### config.mk
export PLATFORM = sky130hd
export DESIGN_NAME = linked_list_queue_free_pool
export DESIGN_NICKNAME = d
export VERILOG_FILES = /design/src/rtl/core/llqfp_pkg.sv /design/src/rtl/core/llqfp_ram.sv /design/src/rtl/core/llqfp_ctrl.sv /design/src/rtl/core/linked_list_queue_free_pool.sv
export SDC_FILE = /design/constraint.sdc
export NUM_CORES = 1
export LEC_CHECK = 0
export CAP_MARGIN = 0
export CORE_MARGIN = 2
export CORE_UTILIZATION = 30
export CTS_BUF_LIST = sky130_fd_sc_hd__clkbuf_8
export DETAILED_ROUTE_END_ITERATION = 16
export DONT_BUFFER_PORTS = 1
export PLACE_DENSITY = 0.47
export SLEW_MARGIN = 10
export SYNTH_ARGS = -nofsm -noshare
export SYNTH_HDL_FRONTEND = slang
export SYNTH_SLANG_ARGS = --single-unit
### constraint.sdc
create_clock -name clk -period 8.45 [get_ports clk]
set_input_delay 1.2675 -clock clk [delete_from_list [all_inputs] [get_ports clk]]
set_output_delay 1.2675 -clock clk [all_outputs]
set_load 0.03 [all_outputs]
### src/rtl/core/llqfp_pkg.sv
// ============================================================================
// llqfp_pkg - shared types and codes for the linked-list queue
// Status codes, operation codes and the bundles passed between the
// control block and the top level.
// ============================================================================
package llqfp_pkg;

	localparam int VALUE_W  = 32;
	localparam int STATUS_W = 2;

	// operation codes on the action input
	localparam logic ACT_INSERT = 1'b0;
	localparam logic ACT_REMOVE = 1'b1;

	// result status codes
	localparam logic [STATUS_W-1:0] ST_OK        = 2'd0;
	localparam logic [STATUS_W-1:0] ST_OVERFLOW  = 2'd1;
	localparam logic [STATUS_W-1:0] ST_UNDERFLOW = 2'd2;

	// node store strobes issued by the control block
	typedef struct packed {
		logic wr;
		logic rd;
	} mem_cmd_t;

	// registered result word (value comes from the store read port)
	typedef struct packed {
		logic                valid;
		logic                take;
		logic [STATUS_W-1:0] status;
		logic                now_empty;
	} res_t;

endpackage

### src/rtl/core/llqfp_ram.sv
// ============================================================================
// llqfp_ram - node value store
// One write port and one read port, read data registered.
// ============================================================================
module llqfp_ram #(
	parameter int DEPTH = 16,
	parameter int AW    = 4
) (
	input  logic                                clk,
	input  llqfp_pkg::mem_cmd_t                 cmd,
	input  logic [AW-1:0]                       waddr,
	input  logic [llqfp_pkg::VALUE_W-1:0]       wdata,
	input  logic [AW-1:0]                       raddr,
	output logic [llqfp_pkg::VALUE_W-1:0]       rdata
);

	logic [llqfp_pkg::VALUE_W-1:0] mem [DEPTH];

	always_ff @(posedge clk) begin
		if (cmd.wr) begin
			mem[waddr] <= wdata;
		end
	end

	always_ff @(posedge clk) begin
		if (cmd.rd) begin
			rdata <= mem[raddr];
		end
	end

endmodule

### src/rtl/core/llqfp_ctrl.sv
// ============================================================================
// llqfp_ctrl - queue pointers, occupancy and result status
// Decides each word in one pass from the registered pointers and count,
// issues the node store access and registers the result flags.
// ============================================================================
module llqfp_ctrl #(
	parameter int DEPTH = 16,
	parameter int AW    = 4,
	parameter int CW    = 5
) (
	input  logic                clk,
	input  logic                arst_n,
	input  logic                accept,
	input  logic                action,
	output llqfp_pkg::mem_cmd_t cmd,
	output logic [AW-1:0]       waddr,
	output logic [AW-1:0]       raddr,
	output llqfp_pkg::res_t     res_s1
);

	logic [CW-1:0] cnt_q;
	logic [CW-1:0] cnt_d;
	logic [AW-1:0] wr_ptr_q;
	logic [AW-1:0] rd_ptr_q;
	logic          full;
	logic          empty;
	logic          is_ins;
	llqfp_pkg::res_t res_d;

	function automatic logic [AW-1:0] ptr_inc(input logic [AW-1:0] p);
		logic [AW-1:0] r;
		if (p == AW'(DEPTH - 1)) begin
			r = '0;
		end else begin
			r = p + AW'(1);
		end
		return r;
	endfunction

	assign full   = (cnt_q == CW'(DEPTH));
	assign empty  = (cnt_q == '0);
	assign is_ins = (action == llqfp_pkg::ACT_INSERT);

	assign cmd.wr = accept && is_ins && !full;
	assign cmd.rd = accept && !is_ins && !empty;
	assign waddr  = wr_ptr_q;
	assign raddr  = rd_ptr_q;

	always_comb begin
		cnt_d = cnt_q;
		if (cmd.wr) begin
			cnt_d = cnt_q + CW'(1);
		end else if (cmd.rd) begin
			cnt_d = cnt_q - CW'(1);
		end
	end

	always_comb begin
		res_d.valid     = accept;
		res_d.take      = cmd.rd;
		res_d.now_empty = (cnt_d == '0);
		priority if (is_ins && full) begin
			res_d.status = llqfp_pkg::ST_OVERFLOW;
		end else if (!is_ins && empty) begin
			res_d.status = llqfp_pkg::ST_UNDERFLOW;
		end else begin
			res_d.status = llqfp_pkg::ST_OK;
		end
	end

	always_ff @(posedge clk or negedge arst_n) begin
		if (!arst_n) begin
			cnt_q    <= '0;
			wr_ptr_q <= '0;
			rd_ptr_q <= '0;
			res_s1   <= '0;
		end else begin
			cnt_q  <= cnt_d;
			res_s1 <= res_d;
			if (cmd.wr) begin
				wr_ptr_q <= ptr_inc(wr_ptr_q);
			end
			if (cmd.rd) begin
				rd_ptr_q <= ptr_inc(rd_ptr_q);
			end
		end
	end

endmodule

### src/rtl/core/linked_list_queue_free_pool.sv
// ============================================================================
// linked_list_queue_free_pool - FIFO queue over a fixed pool of DEPTH nodes
// Insert at tail, remove from head, with overflow/underflow reporting.
// ============================================================================
// Usage:
//   Command channel: drive action/value with start high. A word is taken
//   at any rising edge where start is high and busy is low; busy never
//   rises, so one word can be taken every cycle.
//   Result channel: exactly one result per word, shown for one cycle with
//   strobe high, in the cycle after the word is taken (throughput 1 word
//   per cycle). The receiver cannot stall; results must be taken.
//   Insert: stores value in the next free node; status overflow and no
//     change when all DEPTH nodes hold data. removed_value is 0.
//   Remove: returns the oldest value and frees its node; status underflow,
//     removed_value 0 and no change when the queue is empty.
//   now_empty reports the queue state after the word.
//   Nodes are allocated and freed in ring order, so the free pool is a
//   pointer pair plus an occupancy count; the node value store is a
//   single-port-write, single-port-read memory with a registered read.
//   Reset (arst_n low) empties the queue at once; no clearing pass.
// ============================================================================
module linked_list_queue_free_pool #(
	parameter int DEPTH = 16
) (
	input  logic                                 clk,
	input  logic                                 arst_n,
	input  logic                                 start,
	output logic                                 busy,
	input  logic                                 action,
	input  logic signed [llqfp_pkg::VALUE_W-1:0] value,
	output logic                                 strobe,
	output logic signed [llqfp_pkg::VALUE_W-1:0] removed_value,
	output logic [llqfp_pkg::STATUS_W-1:0]       status,
	output logic                                 now_empty
);

	localparam int AW = $clog2(DEPTH);
	localparam int CW = $clog2(DEPTH + 1);

	logic                            accept;
	llqfp_pkg::mem_cmd_t             cmd;
	logic [AW-1:0]                   waddr;
	logic [AW-1:0]                   raddr;
	logic [llqfp_pkg::VALUE_W-1:0]   rdata;
	llqfp_pkg::res_t                 res_s1;

	// single pass, no back-pressure on the command side
	assign busy   = 1'b0;
	assign accept = start && !busy;

	llqfp_ctrl #(
		.DEPTH (DEPTH),
		.AW    (AW),
		.CW    (CW)
	) u_ctrl (
		.clk    (clk),
		.arst_n (arst_n),
		.accept (accept),
		.action (action),
		.cmd    (cmd),
		.waddr  (waddr),
		.raddr  (raddr),
		.res_s1 (res_s1)
	);

	llqfp_ram #(
		.DEPTH (DEPTH),
		.AW    (AW)
	) u_ram (
		.clk   (clk),
		.cmd   (cmd),
		.waddr (waddr),
		.wdata (value),
		.raddr (raddr),
		.rdata (rdata)
	);

	// result word: flags from the control register, value from the read port
	assign strobe        = res_s1.valid;
	assign status        = res_s1.status;
	assign now_empty     = res_s1.now_empty;
	assign removed_value = res_s1.take ? rdata : '0;

endmodule

# [Yosys cells after proc, flatten, opt, wreduce, memory -nomap -nowiden]
# Memories as Yosys holds them, arrays and structs flattened. A register that Yosys moved wholly into a read port is not among the register bits.
# Cells that the tools add are included.
# W data, S select, Z words.
[word_totals] in_bits=36 mem_bits_rw=512 ff_bits=18 wordCells=35 mem_count=1
[classes] muxes=9 bitwise_logic=1 add_sub_neg=4 reduce_logical=10 eq_ne=3
[memory_table] memory="u_ram.mem" words=16 width=32 read_ports=1 rd_ports_with_merged_regs=1 wr=1 line="llqfp_ram.sv:17" source="logic [llqfp_pkg::VALUE_W-1:0] mem [DEPTH];"
[op_table] op="$mux W32" count=1
[op_table] op="$logic_not A5 Y1" count=2
[op_table] op="$mux W5" count=2
[op_table] op="$add A4 B1 Y4 const B" count=2
[op_table] op="$eq A4 B4 Y1 const B" count=2
[op_table] op="$mux W4" count=2
[op_table] op="$logic_and A1 B1 Y1" count=6
[op_table] op="$add A5 B1 Y5 const B" count=1
[op_table] op="$eq A5 B5 Y1 const B" count=1
[op_table] op="$sub A5 B1 Y5 const B" count=1
[op_table] op="$mux W2" count=2
[op_table] op="$logic_not A1 Y1" count=2
[op_table] op="$mux W1" count=2
[op_table] op="$not A1 Y1" count=1

# [Longest topological paths before layout]
# Gate-level depths: netlist of run 1.
[logic_depth] depth_word=6 mapped_depth=8

# [Modules after synthesis]
# From an unflattened synthesis of run 1, not the netlist that was laid out.
[hier_totals] hier_cells=954 hier_area_um2=21344.2
[modules_own_cells] module="llqfp_ram" instances=1 area_each_um2=20174.3 cells_per_inst=838 seq_area_each_um2=16335.7
[modules_own_cells] module="llqfp_ctrl" instances=1 area_each_um2=903.4 cells_per_inst=79 seq_area_each_um2=450.4
[modules_own_cells] module="linked_list_queue_free_pool" instances=1 area_each_um2=266.5 cells_per_inst=37 seq_area_each_um2=0.0

# [Worst setup path before layout of run 1]
# OpenSTA, ideal clock, no wires.
[synth_path] kind="input-to-reg" from="input start" to="memory u_ram.mem[7][0] (netlist name) (enable)" stages=4 setup_time_ps=468 path_slack_ps=3649 t_required_ps=7982 arrival_time_ps=4333 path_buffers=0 path_cell_list="inv_1 a311oi_4 nand2_1 nor3b_1"
[synth_between] elab_chain_len=4
[synth_lines] item="start: declaration" line="linked_list_queue_free_pool.sv:27" source="input logic start,"
[synth_lines] item="$logic_and A1 B1 Y1 (2 in a row)" line="llqfp_ctrl.sv:44" source="assign cmd.wr = accept && is_ins && !full;"
[synth_lines] item="$mux W1" line="llqfp_ram.sv:20" source="if (cmd.wr) begin"
[synth_lines] item="$mux W1 (not written as such)" line="llqfp_ram.sv:21" source="mem[waddr] <= wdata;"
[synth_lines] item="end: declaration" line="llqfp_ram.sv:17"
# Every way passes these cells.

# [Worst setup path after layout of run 1]
[layout_path] from="register u_ctrl.res_s1[3] (netlist name)" to="output removed_value[24] (netlist name)"
[layout_between] elab_chain_len=1
[layout_lines] item="$mux W32" line="linked_list_queue_free_pool.sv:82" source="assign removed_value = res_s1.take ? rdata : '0;"
[layout_lines] item="end: declaration" line="linked_list_queue_free_pool.sv:32" source="output logic signed [llqfp_pkg::VALUE_W-1:0] removed_value,"
# Every way passes these cells.

==> summary.md, run 1 <==
| Metric | Value |
|---|---|
| Status | complete, no violations |
| Cell Area, Placed | 22900 µm² |
| Critical path data arrival time | 1960 ps |
| FFs w/ async S/R, synth | 0.0320 |
| Port bufs | 0 |
| Slew headroom | 0.239 |
| Critical-path top delay cell | dfrtp_2 |
| Syn. warnings | 0 |
| Final hold vios | 0 |
| Delay-heaviest family, CP | flip-flops |
| Post-synthesis area per instance | 19.2 µm² |
| CTS tree | yes |
| Initial antenna violation count | 2 |
| Antenna Nets Post-Route | 0 |
| GRT Total Usage | 0.133 |
| R2r endpoint | u_ram.mem[0][26]$_DFFE_PP_ |
| Seq/Total Area, Yosys | 0.769 |
| TritonCTS Buffers | 95 |
| Worst slew pin tran | 1140 ps |
| WL per Instance | 22.1 µm |
| Root Buffer | clkbuf_8 |
| Worst Reg-to-Reg Cells | 5 |
| CP Launch Type | register |
| Largest net degree at the start of global routing | 115 |
| Initial DRC count | 735 |
| Mapped Cells | 1138 |
| Yosys reg bits | 562 |
| H-tree lvl count | 3 |
| Crit-path cells | and2_1 |
| Setup_tns | 0 ps |
| Clock transition at the registers of the reported paths | 60 ps |
| Final worst-path setup slack | 5220 ps |
| Post-CTS Resized | 0 |
| Crit path max fanout | 33 |
| Critical Path RT | 7180 ps |
| WL final | 49000 µm |
| EDFF count, synth | 544 |
| Initial Util | 0.304 |
| Core Rows | 98 |
| Total global routing overflow | 0 |
| Fin crit share | 0.382 |
| Die Area | 74900 µm² |
| Vias | 10.4k |
| Largest area contributor in the netlist | edfxtp_1 |
| DP Cell Count | 2034 |
| Share of cells above drive strength 1 | 0.198 |
| Clock Tree Buf Depth | 3 |
| Mapped Nets | 1181 |
| Sink Count | 562 |
| Reg2Reg Setup Slack | 5380 ps |
| Dpl ws | 4810 ps |
| FMAX | 310 MHz |
| # setup viols final | 0 |
| DP HPWL | 25900 µm |
| VDD IR max | 0.000230 V |
| Crit end category | output port |
| Slowest cell delay on critical path | 850 ps |
| Tmin final | 3230 ps |
| Vias in the first global route | 11.0k |
| Pwr dens | 309 nW/µm² |
| Clk_lat worst skew | 700 ps |
| Fin cells | 2215 |
| Drt drc | 0 |
| Setup repair bufs after CTS | 0 |
| Drt first pass iters | 5 |
| Core area | 71700 µm² |
| Hold Crit Class | in -> async |
| Die Y | 274 µm |
| Final design area excluding fillers | 24600 µm² |
| CP Class | reg -> out |
| Final Wtd Congestion | 0.694 |
| Post-synth top area share | 0.749 |
| Fin nets | 1224 |
| Crit path buf inv count | 0 |
| RSZ-0062 raised after global routing | false |
| Overall power | 7.61 mW |
| Final hold slack | 290 ps |
| Count of cell types in the netlist | 45 |
| Synthesized cell area | 21800 µm² |
| Fin. max-slew vios | 0 |
| I/O pin total | 73 |
| Max_cap viols | 0 |
| Final core occ | 0.343 |
| Area growth syn-to-layout | 12.8% |
| Via-to-Cell Ratio | 4.71 |
| Die Width | 274 µm |
| Post-cts hold buffer count | 0 |
| Area contributors post-synth | edfxtp_1 75%, mux4_2 6.6%, mux2i_1 4.4% |
| Ys flop type | edfxtp_1 |
| First-pass GRT wire length | 73000 µm |
| Leak | 8.03 nW |
| Clock skew | 60.8 ps |
| Crit Reg-Reg Startpoint | u_ctrl.cnt_q[0]$_DFF_PN0_ |
[state kept, by name, summed over array words and instances (netlist names)]
name           flops
u_ram.mem        512
u_ctrl.res_s1      5
u_ctrl.waddr       4
u_ctrl.cnt_q       5
u_ram.rdata       32
u_ctrl.raddr       4
[routing by layer]
layer / global-route usage / part of all wire / vias up
met2: 0.216 / 0.48 / 237
li1: - / - / 4732
met3: 0.0294 / 0.050 / 75
met4: 0.0429 / 0.018 / 0
met5: 0 / 0 / -
met1: 0.177 / 0.45 / 5398
[cell type report]
| type | instances | area, µm² |
|---|---|---|
| antenna | 3 | 7.51 |
| timing repair buffer | 13 | 110 |
| fill | 6761 | 47100 |
| clock inverter | 81 | 395 |
| sequential | 562 | 16800 |
| inverter | 7 | 26.3 |
| multi-input combinational | 502 | 4750 |
| clock buffer | 97 | 1340 |
| tap | 950 | 1190 |
[cells by family (layout without fill, tap and decap cells)]
group,Yosys count,in the layout,share of synthesized area
flops,562,562,0.769
mux,194,194,0.128
compound gates,182,182,0.0535
simple gates,115,115,0.0287
buf+inv,74,198,0.0154
fa+ha+maj,7,7,0.00401
xor+xnor,3,3,0.00120
other cells,1,4,0.000172
[worst reg2reg max path, delay by kind of cell (launching register included)]
family                     cells  cell delay, ps
and+or+nand+nor                1             780
AOI/OAI and AO/OA              1             740
buffers and inverters          2             530
DFF                            1             430
adders and majority gates      1             250
[synthesized netlist by cell type, drive strengths merged (6+ instances only)]
library cell and n:
mux2i 96, edfxtp 544, and2 36, a221oi 32, ha 7, nand2 40
clkbuf 29, and3 7, mux2 34, nand3 6, a22oi 32, mux4 64
o21ai 72, dfrtp 18, a21oi 37, nor2 7, buf 38, inv 7
[worst max-delay path by stage]
| stage | startpoint | end | slack, ps | cells past startpoint |
|---|---|---|---|---|
| after floorplan | start | u_ram.mem[7][0]$_DFFE_PP_ | 3650 | 4 |
| after global placement | start | u_ram.mem[6][10]$_DFFE_PP_ | 4860 | 5 |
| after detailed placement | start | u_ram.mem[6][10]$_DFFE_PP_ | 4810 | 5 |
| after CTS | u_ctrl.res_s1[3]$_DFF_PN0_ | removed_value[24] | 5020 | 1 |
| after global routing | u_ctrl.res_s1[3]$_DFF_PN0_ | removed_value[24] | 5010 | 1 |
| final | u_ctrl.res_s1[3]$_DFF_PN0_ | removed_value[24] | 5220 | 1 |
[placed cells by master (no fill, tap or decap), types with 26 or more instances in the layout]
| cell type | Yosys | final |
|---|---|---|
| edfxtp_1 | 544 | 544 |
| clkbuf_8 | 0 | 97 |
| mux2i_1 | 96 | 96 |
| mux4_2 | 64 | 64 |
| o21ai_0 | 60 | 60 |
| nand2_1 | 40 | 40 |
| inv_1 | 7 | 38 |
| a21oi_1 | 37 | 37 |
| a221oi_1 | 32 | 32 |
| a22oi_1 | 32 | 32 |
| and2_1 | 36 | 32 |
| clkinv_1 | 0 | 30 |
| mux2_2 | 26 | 26 |
[where the power goes]
part / switching (mW) / internal [mW] / total, mW
clock network: 1.10 / 1.11 / 2.21
logic: 1.08 / 0.770 / 1.85
registers: 0.231 / 3.32 / 3.55
Power figures use the tool's default switching activity.
==> run 2: changes to the inputs <==
==> constraint.sdc (replaced) <==
create_clock -name clk -period 3.15 [get_ports clk]
set_input_delay 0.4725 -clock clk [delete_from_list [all_inputs] [get_ports clk]]
set_output_delay 0.4725 -clock clk [all_outputs]
set_load 0.03 [all_outputs]
==> run 2 against run 1 <==
  * Count of clock-buffer cells in the layout decreased by 3
  * Clock power increased to 2.6 times the previous value
  * Core utilization grew 1.1 points
  * Die area did not move
  * Sequential share of layout area is 2.1 points lower
  * Critical path depth grew 5
  * Wire length is 9.0% higher
  * Via count up 4.2%
  * Hold slack got worse by 210 ps
  * Largest power group unchanged
  * Highest routed layer is now met5
==> summary.md, run 2 (same netlist as run 1, synthesis figures left out) <==
| Metric | Value |
|---|---|
| Status | complete, no violations |
| Net switching power | 6.56 mW (+170%) |
| Switching Share | 0.318 (+0.000514) |
| Critical path data arrival time | 2960 ps (+1000 ps) |
| Die Y | 274 µm (unchanged) |
| Pwr dens | 814 nW/µm² (+160%) |
| Top reg by flops | u_ram.mem |
| Final worst-path setup slack | 513 ps (-4710 ps) |
| CTS tree | yes |
| Largest net degree at the start of global routing | 44 (-62%) |
| Max_cap viols | 0 (unchanged) |
| Crit path max fanout | 20 (-39%) |
| FMAX | 379 MHz |
| RSZ-0062 raised after global routing | false |
| Root Buffer | clkbuf_8 |
| Worst slew pin tran | 952 ps (-190 ps) |
| Initial antenna violation count | 5 (+3) |
| Max reg flops | 512 (unchanged) |
| WL per Instance | 23.5 µm (+6.1%) |
| WL final | 53400 µm (+9.0%) |
| Clk_lat worst skew | 690 ps (about the same) |
| Drt first pass iters | 5 (unchanged) |
| Vias in the first global route | 11.6k (+4.9%) |
| Die Width | 274 µm (unchanged) |
| Combinational share of power | 0.267 (+0.023) |
| Internal | 14.1 mW (+170%) |
| Clock transition at the registers of the reported paths | 60 ps (about the same) |
| Critical Path RT | 3470 ps (-3710 ps) |
| GRT Total Usage | 0.144 (+0.0111) |
| Final hold vios | 0 (unchanged) |
| Clock skew | 46.4 ps (-14.5 ps) |
| Drt drc | 0 (unchanged) |
| Fin. max-slew vios | 0 (unchanged) |
| Commonest non-fill, non-tap cell in the layout | edfxtp_1 |
| Overall power | 20.7 mW (+170%) |
| Core area | 71700 µm² (unchanged) |
| # setup viols final | 0 (unchanged) |
| Port bufs | 0 (unchanged) |
| Sink Count | 562 (unchanged) |
| Initial DRC count | 661 (-10%) |
| Core Rows | 98 (unchanged) |
| Fin nets | 1291 (+5.5%) |
| Hold Crit Class | in -> reg |
| CP Class | reg -> reg |
| Sequential Power Share | 0.454 (-0.012) |
| Setup_tns | 0 ps (unchanged) |
| Dpl ws | 553 ps (-4260 ps) |
| Area growth syn-to-layout | 16.3% |
| Slew headroom | 0.363 (+0.124) |
| Fillcell total | 6750 (-0.16%) |
| I/O pin total | 73 (unchanged) |
| Clock Tree Buf Depth | 3 (unchanged) |
| Initial Util | 0.304 (unchanged) |
| TritonCTS Buffers | 93 (-2.1%) |
| Die Area | 74900 µm² (unchanged) |
| Fin crit share | 0.837 |
| First-pass GRT wire length | 78500 µm (+7.5%) |
| Via-to-Cell Ratio | 4.78 (+1.4%) |
| Most frequent cells in the layout | 544 x edfxtp_1, 96 x mux2i_1, 94 x clkbuf_8 |
| Final Wtd Congestion | 0.692 (-0.30%) |
| Leak | 8.39 nW (+4.5%) |
| CP Launch Type | register |
| Setup repair bufs after CTS | 0 (unchanged) |
| Tmin final | 2640 ps |
| Vias | 10.9k (+4.2%) |
| Clock power frac | 0.280 (-0.010) |
| VDD IR max | 0.000427 V (+86%) |
| Crit end category | register |
| Antenna Nets Post-Route | 0 (unchanged) |
| H-tree lvl count | 3 (unchanged) |
| Share of cells above drive strength 1 | 0.209 (+0.0105) |
| Largest regs | u_ram.mem x512, u_ram.rdata x32 |
| DP HPWL | 30200 µm (+17%) |
| Total global routing overflow | 0 (unchanged) |
==> run 2: cell count changes in the layout (fill, tap and decap cells not counted), sizes merged <==
cell,before,now
clkinv,43,36
buf,13,47
clkinvlp,1,0
inv,43,46
dlygate4sd3,0,35
diode,3,2
clkbuf,97,94
==> run 2: timing repair <==
| action | 4_1_cts | 5_1_grt |
|---|---|---|
| endpoints found under the hold margin | 534 | 0 |
| hold buffers | 35 | 0 |
| gates resized for setup | 0 | 0 |
==> run 2: final cells by class <==
type	count	area, µm²	share of cell area
clock inverters	76	360	0.0142
flip-flops and latches	562	16800	0.662
repair buffers	82	953	0.0376
inverters	7	26.3	0.00104
well taps	950	1190	0.0468
multi-input cells	502	4760	0.188
diodes	2	5.00	0.000197
clock buffers	94	1290	0.0510
==> run 2: critical path, stage by stage, from the launching register on <==
cell and delay, ps:
dfrtp_1 420, inv_1 80, ha_1 250, a311oi_4 520, nand2_1 350, nor3b_4 270, buf_4 370
==> run 2: path summary, 6_finish.rpt <==
check	start	endpoint	slack (ps)	depth (start not counted)
worst max-delay path	u_ctrl.cnt_q[0]$_DFF_PN0_	u_ram.mem[7][20]$_DFFE_PP_	510	6
worst min-delay path	action	u_ctrl.cnt_q[4]$_DFF_PN0_	80	3
min in group asynchronous	arst_n	u_ctrl.res_s1[3]$_DFF_PN0_	390	1
worst min register to register	u_ctrl.cnt_q[0]$_DFF_PN0_	u_ctrl.cnt_q[0]$_DFF_PN0_	610	1
worst max register to register	u_ctrl.cnt_q[0]$_DFF_PN0_	u_ram.mem[7][20]$_DFFE_PP_	510	6
max in group asynchronous	arst_n	u_ctrl.raddr[1]$_DFFE_PN0P_	2080	1
==> run 2: stage by stage <==
step	utilization	cell area (µm²)	hold slack, ps	cells
finish	0.354	25400	80.6	2275
global route	0.354	25400	40.1	2274
CTS	0.354	25400	19.1	2273
detailed placement	0.326	23400	180	2068
global placement	0.326	23400	180	2068
floorplan	-	21800	177	1138
==> run 2: routing by layer <==
| layer | vias to the layer above | track usage | share of wire |
|---|---|---|---|
| met2 | 240 | 0.240 | 0.49 |
| met5 | - | 0 | 0.00045 |
| met3 | 93 | 0.0328 | 0.044 |
| li1 | 4860 | - | - |
| met4 | 4 | 0.0388 | 0.021 |
| met1 | 5679 | 0.189 | 0.45 |
==> run 2: power groups by stage <==
| stage | clock [mW] | sequential [mW] | combinational [mW] |
|---|---|---|---|
| 6_report | 5.78 | 9.37 | 5.51 |
| 5_1_grt | 6.29 | 9.44 | 6.05 |
| 4_1_cts | 5.96 | 9.38 | 5.64 |
| 3_5_place_dp | 0 | 9.53 | 5.50 |
| 3_3_place_gp | 0 | 9.52 | 5.48 |
| 2_1_floorplan | 0 | 9.18 | 4.04 |
